<file path="src/sv/pdu_pkg.sv">
// Package for the PID drive update block: widths, register indexes and the
// configuration bundle shared by the datapath, the top level and the checker.
// Depends on nothing.
package pdu_pkg;

  localparam int unsigned GainW   = 16;
  localparam int unsigned LimitW  = 31;
  localparam int unsigned FieldW  = 16;
  localparam int unsigned ErrW    = FieldW + 1;
  localparam int unsigned AccW    = 32;
  localparam int unsigned CfgIdxW = 2;
  localparam int unsigned CfgW    = LimitW;
  localparam int unsigned InDataW = 2 * FieldW;
  localparam int unsigned OutDataW = AccW;

  localparam logic [LimitW-1:0] LimitReset = 31'd5000;

  typedef enum logic [CfgIdxW-1:0] {
    REG_GAIN_PROP  = 2'd0,
    REG_GAIN_INTEG = 2'd1,
    REG_GAIN_DERIV = 2'd2,
    REG_OUT_LIMIT  = 2'd3
  } reg_index_t;

  typedef struct packed {
    logic signed [GainW-1:0] gain_prop;
    logic signed [GainW-1:0] gain_integ;
    logic signed [GainW-1:0] gain_deriv;
    logic [LimitW-1:0]       out_limit;
  } cfg_t;

endpackage

</file>
<file path="src/sv/pid_drive_update.sv">
// PID drive update top level: stream ports, configuration registers, state
// and the result register. Depends on pdu_pkg and pdu_core.
// An accepted request passes one input register and one result register on its
// way to the output. Throughput is one request per cycle while the output
// does not stall, set by the single pass through pdu_core.
// A synchronous reset clears the gains, the error history, the integral sum
// and the drive accumulator, and sets the output limit to 5000.
module pid_drive_update (
  input  logic                          clk,
  input  logic                          rst,
  input  logic                          s_tvalid,
  output logic                          s_tready,
  input  logic [pdu_pkg::InDataW-1:0]   s_tdata,   // sample[15:0], target[31:16]
  output logic                          m_tvalid,
  input  logic                          m_tready,
  output logic [pdu_pkg::OutDataW-1:0]  m_tdata,   // drive[31:0]
  output logic                          m_tuser,   // clipped[0]
  input  logic                          cfg_we,
  input  logic [pdu_pkg::CfgIdxW-1:0]   cfg_index,
  input  logic [pdu_pkg::CfgW-1:0]      cfg_data
);

  pdu_pkg::cfg_t cfg;

  logic                                 in_valid;
  logic signed [pdu_pkg::ErrW-1:0]      in_err;
  logic signed [pdu_pkg::ErrW-1:0]      last_error;
  logic signed [pdu_pkg::AccW-1:0]      error_sum;
  logic signed [pdu_pkg::AccW-1:0]      drive_acc;
  logic signed [pdu_pkg::AccW-1:0]      error_sum_next;
  logic signed [pdu_pkg::AccW-1:0]      drive_next;
  logic                                 clip_next;
  logic signed [pdu_pkg::FieldW-1:0]    sample;
  logic signed [pdu_pkg::FieldW-1:0]    target;
  logic                                 out_free;
  logic                                 advance;
  logic                                 take;

  assign sample   = s_tdata[15:0];
  assign target   = s_tdata[31:16];
  assign out_free = !m_tvalid || m_tready;
  assign advance  = in_valid && out_free;
  assign s_tready = !in_valid || out_free;
  assign take     = s_tvalid && s_tready;

  always_ff @(posedge clk) begin
    if (rst) begin
      cfg.gain_prop  <= '0;
      cfg.gain_integ <= '0;
      cfg.gain_deriv <= '0;
      cfg.out_limit  <= pdu_pkg::LimitReset;
    end else if (cfg_we) begin
      case (pdu_pkg::reg_index_t'(cfg_index))
        pdu_pkg::REG_GAIN_PROP:  cfg.gain_prop  <= cfg_data[15:0];
        pdu_pkg::REG_GAIN_INTEG: cfg.gain_integ <= cfg_data[15:0];
        pdu_pkg::REG_GAIN_DERIV: cfg.gain_deriv <= cfg_data[15:0];
        pdu_pkg::REG_OUT_LIMIT:  cfg.out_limit  <= cfg_data;
        default: ;
      endcase
    end
  end

  always_ff @(posedge clk) begin
    if (rst) begin
      in_valid <= 1'b0;
    end else if (s_tready) begin
      in_valid <= s_tvalid;
    end
  end

  always_ff @(posedge clk) begin
    if (take) begin
      in_err <= {target[15], target} - {sample[15], sample};
    end
  end

  pdu_core u_core (
    .cfg            (cfg),
    .err            (in_err),
    .last_error     (last_error),
    .error_sum      (error_sum),
    .drive_acc      (drive_acc),
    .error_sum_next (error_sum_next),
    .drive_next     (drive_next),
    .clipped        (clip_next)
  );

  always_ff @(posedge clk) begin
    if (rst) begin
      last_error <= '0;
      error_sum  <= '0;
      drive_acc  <= '0;
    end else if (advance) begin
      last_error <= in_err;
      error_sum  <= error_sum_next;
      drive_acc  <= drive_next;
    end
  end

  always_ff @(posedge clk) begin
    if (rst) begin
      m_tvalid <= 1'b0;
    end else if (out_free) begin
      m_tvalid <= in_valid;
    end
  end

  always_ff @(posedge clk) begin
    if (advance) begin
      m_tdata <= drive_next;
      m_tuser <= clip_next;
    end
  end

endmodule

</file>
<file path="src/sv/pdu_core.sv">
// Single-pass PID datapath: saturating integral, three Q8.8 products and the
// clamped drive accumulator update. Uses types and widths from pdu_pkg.
module pdu_core (
  input  pdu_pkg::cfg_t                        cfg,
  input  logic signed [pdu_pkg::ErrW-1:0]      err,
  input  logic signed [pdu_pkg::ErrW-1:0]      last_error,
  input  logic signed [pdu_pkg::AccW-1:0]      error_sum,
  input  logic signed [pdu_pkg::AccW-1:0]      drive_acc,
  output logic signed [pdu_pkg::AccW-1:0]      error_sum_next,
  output logic signed [pdu_pkg::AccW-1:0]      drive_next,
  output logic                                 clipped
);

  logic signed [32:0] sum_wide;
  logic signed [17:0] err_diff;
  logic [32:0]        p_prod;
  logic [47:0]        i_prod;
  logic [33:0]        d_prod;
  logic signed [24:0] p_term;
  logic signed [39:0] i_term;
  logic signed [25:0] d_term;
  logic signed [41:0] total;
  logic signed [41:0] lim_pos;
  logic signed [41:0] lim_neg;

  assign sum_wide = {error_sum[31], error_sum} + {{16{err[16]}}, err};

  always_comb begin
    if (sum_wide[32] != sum_wide[31]) begin
      error_sum_next = sum_wide[32] ? 32'sh8000_0000 : 32'sh7FFF_FFFF;
    end else begin
      error_sum_next = sum_wide[31:0];
    end
  end

  assign err_diff = {last_error[16], last_error} - {err[16], err};

  // Low bits of the product of sign-extended operands equal the signed product.
  assign p_prod = {{17{cfg.gain_prop[15]}}, cfg.gain_prop} * {{16{err[16]}}, err};
  assign i_prod = {{32{cfg.gain_integ[15]}}, cfg.gain_integ}
                * {{16{error_sum_next[31]}}, error_sum_next};
  assign d_prod = {{18{cfg.gain_deriv[15]}}, cfg.gain_deriv}
                * {{16{err_diff[17]}}, err_diff};

  // Dropping the low eight bits of a two's complement value rounds down.
  assign p_term = p_prod[32:8];
  assign i_term = i_prod[47:8];
  assign d_term = d_prod[33:8];

  assign total = {{10{drive_acc[31]}}, drive_acc}
               + {{17{p_term[24]}}, p_term}
               + {{2{i_term[39]}}, i_term}
               + {{16{d_term[25]}}, d_term};

  assign lim_pos = {11'b0, cfg.out_limit};
  assign lim_neg = -lim_pos;

  always_comb begin
    if (total > lim_pos) begin
      drive_next = lim_pos[31:0];
      clipped    = 1'b1;
    end else if (total < lim_neg) begin
      drive_next = lim_neg[31:0];
      clipped    = 1'b1;
    end else begin
      drive_next = total[31:0];
      clipped    = 1'b0;
    end
  end

endmodule

</file>
<file path="config.mk">
export PLATFORM = sky130hd
export DESIGN_NAME = pid_drive_update
export DESIGN_NICKNAME = d
export VERILOG_FILES = /design/src/sv/pdu_pkg.sv /design/src/sv/pid_drive_update.sv /design/src/sv/pdu_core.sv
export SDC_FILE = /design/constraint.sdc
export NUM_CORES = 2
export LEC_CHECK = 0
export BUFFER_PORTS_ARGS = -buffer_cell sky130_fd_sc_hd__buf_2
export CAP_MARGIN = 20
export CORE_ASPECT_RATIO = 0.5
export CORE_MARGIN = 3
export CORE_UTILIZATION = 45
export DETAILED_ROUTE_END_ITERATION = 10
export GPL_ROUTABILITY_DRIVEN = 0
export SETUP_SLACK_MARGIN = 0.02
export SLEW_MARGIN = 10
export SYNTH_ARGS = -nofsm -noshare
export SYNTH_HDL_FRONTEND = slang
export SYNTH_SLANG_ARGS = --single-unit
</file>
<file path="constraint.sdc">
create_clock -name clk -period 19.4 [get_ports clk]
set_clock_uncertainty 0.15 [all_clocks]
set_input_delay 0.97 -clock clk [delete_from_list [all_inputs] [get_ports clk]]
set_output_delay 0.97 -clock clk [all_outputs]
set_load 0.01 [all_outputs]
</file>
==> flow_results.org <==
** Timing
- For the pin with the worst max-slew slack, the measured transition is 1152 ps.
- For the finished layout, the period the worst path requires is 18300 ps.
- The count of final hold-check violations is 0.
- In this run the tightest slew margin relative to its limit is 20.97%.
- Peak clock frequency supported by timing :: 54.66 MHz
- The max-slew violation count came to 0.
- In the finished design, the share of the clock period the worst path needs comes to 94.31%.
- Once routing completed, OpenROAD measured the worst setup slack at 1104 ps.
- Final Setup Violations :: 0
- Setup repair after global routing left no endpoint under its margin.
- The tightest hold path in the finished design has a slack of 307.0 ps.
- Setup Total Neg Slack :: 0 ps

** Place
- During placement, the flow inserted port buffers numbering 104.
- Once placement finished, the instance area stood at 58880 µm².
- Worst-case setup slack after placement :: 1015 ps
- The HPWL after detailed placement is 139100 µm.

** Die
- The initial utilization of the core area, before any placement, comes to 45.62%.
- Measured along the x axis, the die boundary spans 507.4 µm.
- The die covers 130300 µm².
- Die Ht :: 256.7 µm
- The initialized floorplan defines 91 standard-cell rows.
- In this run the count of I/O pins placed on the die edge is 105.
- The core region is 124000 µm².

** GRT
- Entering global routing, the biggest net connects 72 pins.
- The number of antenna violations at the first check in global routing was 1.
- Global routing used 26.86% of the available tracks.
- The via count of the first global-routing pass was 48210.
- The first global-routing pass estimated 275300 µm of wire.
- After global routing the overflow that remains totals 0.

** CTS
- Clock latency on the worst-skew pair, taken at its later pin, is 610 ps.
- The number of setup buffers added after CTS is 0.
- Number of H-tree branching levels :: 1
- Worst-case clock buffer depth :: 3
- The root buffer cell chosen for the clock tree is sky130_fd_sc_hd__clkbuf_16.
- For this design, the sink count on the clock tree is 212.
- Clock-pin slew was measured on the worst setup and hold paths at 70 ps.
- In this run, CTS created clock tree buffers numbering 26.
- TritonCTS built the clock tree.

** Drt
- After detailed routing, the number of remaining DRC violations is 0.
- Post-Route M1 WL :: 73740 µm
- DR top layer :: met4
- Detailed routing inserted a total of 45570 vias.
- After detailed routing, the number of vias per cell comes to 5.534.
- The first TritonRoute pass finished after 6 iterations.
- Initial detailed-routing violation count :: 3770
- Final wirelength :: 172400 µm
- Count of nets left with antenna violations after detail routing :: 0
- Amount of wire on met3 after detailed routing :: 13620 µm
- Met2 wire length :: 78370 µm
- In the final routed layout, each cell accounts on average for 20.93 µm.

** Yosys
- After synthesis, the largest family of logic cells by area is adder cells.
- Sequential elements use 8.387% of the synthesized area.
- Synthesized area divided by synthesized cell count :: 8.565 µm²
- Cells after Synth :: 6605
- Summing the areas of all compound-gate instances in the mapped netlist gives 10.39% of the synthesized area.
- Flip-flop and latch count after synthesis :: 212
- The Yosys step of the flow raised 0 warnings.
- The synthesized netlist devotes 3.453% of its cell area to XOR and XNOR gates.
- After synthesis the cells add up to 56570 µm².
- Measured against the total synthesized area, the mux share comes to 0.7697%.
- Count of flip-flops with a built-in enable after synthesis :: 50
- Simple logic cell fraction of the synthesized area :: 16.94%
- The most used flip-flop cell after synthesis is sky130_fd_sc_hd__dfxtp_1.
- After synthesis, the netlist uses 82 different library cells.
- Net count after synthesis :: 8250
- Of all flip-flops after synthesis, the portion carrying an async set or reset was 0%.
- Of the total synthesized cell area, the portion taken by full adders, half adders and majority gates is 49.37%.

** Critical path
- Data on the critical path is required at its endpoint by 19740 ps.
- In this run the worst path has a maximum fanout of 71.
- Type of element launching the critical path :: register
- STA classifies the critical path endpoint as a register.
- The critical path is of the reg2reg type.
- In this design, the stage delay of the slowest critical-path cell is 720 ps.
- Most frequent CP cell :: sky130_fd_sc_hd__fa_1
- The largest individual stage delay along the critical path comes from the cell sky130_fd_sc_hd__edfxtp_1.
- Data arrives at the worst endpoint at 18630 ps.

** Cells and area
- Compared with the post-synthesis result, the final layout area differs by 5.746%.
- Post-layout net count :: 8182
- In the final layout, the share of cells above drive strength 1 is 4.713%.
- Non-Filler Cell Area, Final :: 59820 µm²

** Outcome
- Outcome :: complete, no violations

** Min path
- Worst min-delay path category :: reg2reg

** Run
- Maximum capacitance violations :: 0
## flip-flops by register name, indices dropped and copies added (netlist names)
signal and cells:
in_valid 1, in_err 17, m_tvalid 1, m_tuser 1
drive_acc 32, cfg 79, m_tdata 32, last_error 17
error_sum 32
## worst paths after layout
kind	start	endpoint	slack, ps	cells past startpoint
worst min register to register	cfg[45]	cfg[45]	310	2
worst max register to register	in_err[1]	drive_acc[14]	1100	58
worst min-delay path	cfg[45]	cfg[45]	310	2
worst max-delay path	in_err[1]	drive_acc[14]	1100	58
## routing by layer
metal	vias up	global-route usage (%)
met5	-	0
met4	0	9.088
met3	337	4.173
met2	1769	43.18
met1	23060	37.01
li1	20400	-
## stage by stage
stage                     utilization (%)  std cells
after floorplan                         -       6605
after global placement              47.45       8179
after detailed placement            47.49       8182
after CTS                           48.22       8230
after global routing                48.24       8232
final                               48.25       8235
## cell usage after synthesis (125+ instances only)
library cell	instances	area [µm²]
sky130_fd_sc_hd__inv_1	1308	4910
sky130_fd_sc_hd__fa_1	1094	21900
sky130_fd_sc_hd__nand2_1	938	3521
sky130_fd_sc_hd__ha_1	481	6018
sky130_fd_sc_hd__and2_1	404	2527
sky130_fd_sc_hd__a21oi_1	316	1582
sky130_fd_sc_hd__clkbuf_1	269	1010
sky130_fd_sc_hd__nor2_1	261	979.7
sky130_fd_sc_hd__dfxtp_1	162	3243
sky130_fd_sc_hd__xnor2_1	162	1419
sky130_fd_sc_hd__o21ai_0	143	715.7
sky130_fd_sc_hd__a21o_1	125	938.4
## critical path, delay by kind of cell (launching register included)
kind                     cells  cell delay, ps
XOR/XNOR                     3             760
flip-flops                   1             720
buffers and inverters        8             900
AND/OR/NAND/NOR             13            3440
adder cells (fa/ha/maj)     12            5230
AO/OA/AOI/OAI               22            6880
## area by class of cell
class | count | area, µm²
Antenna cell | 4 | 10.01
Clock buffer | 35 | 715.7
Inverter | 1310 | 4920
Fill cell | 11840 | 64170
Multi-Input combinational cell | 4788 | 45860
Sequential cell | 212 | 4746
Clock inverter | 13 | 191.4
Tap cell | 1674 | 2095
Timing Repair Buffer | 199 | 1284
## kinds of logic after synthesis
family	Yosys count
buffers and inverters	1605
XOR/XNOR	223
multiplexers	43
AO/OA/AOI/OAI	917
AND/OR/NAND/NOR	2029
flip-flops	212
adder cells (fa/ha/maj)	1576
## layout by cell type, fill, tap and decap left out, types with 125 or more instances in the layout
| cell | instances |
|---|---|
| sky130_fd_sc_hd__ha_1 | 481 |
| sky130_fd_sc_hd__nand2_1 | 938 |
| sky130_fd_sc_hd__inv_1 | 1308 |
| sky130_fd_sc_hd__and2_1 | 404 |
| sky130_fd_sc_hd__xnor2_1 | 159 |
| sky130_fd_sc_hd__o21ai_0 | 143 |
| sky130_fd_sc_hd__a21oi_1 | 315 |
| sky130_fd_sc_hd__a21o_1 | 125 |
| sky130_fd_sc_hd__fa_1 | 1094 |
| sky130_fd_sc_hd__nor2_1 | 259 |
| sky130_fd_sc_hd__dfxtp_1 | 161 |
## repair_timing
action,4_1_cts,5_1_grt
resized for setup,0,3
hold endpoints to repair,0,0
endpoints found under the setup margin,0,27
hold buffers,0,0
Power is left out: the tool's default activity adds up to more than one toggle a clock period on the data nets, which glitch-free logic cannot reach.
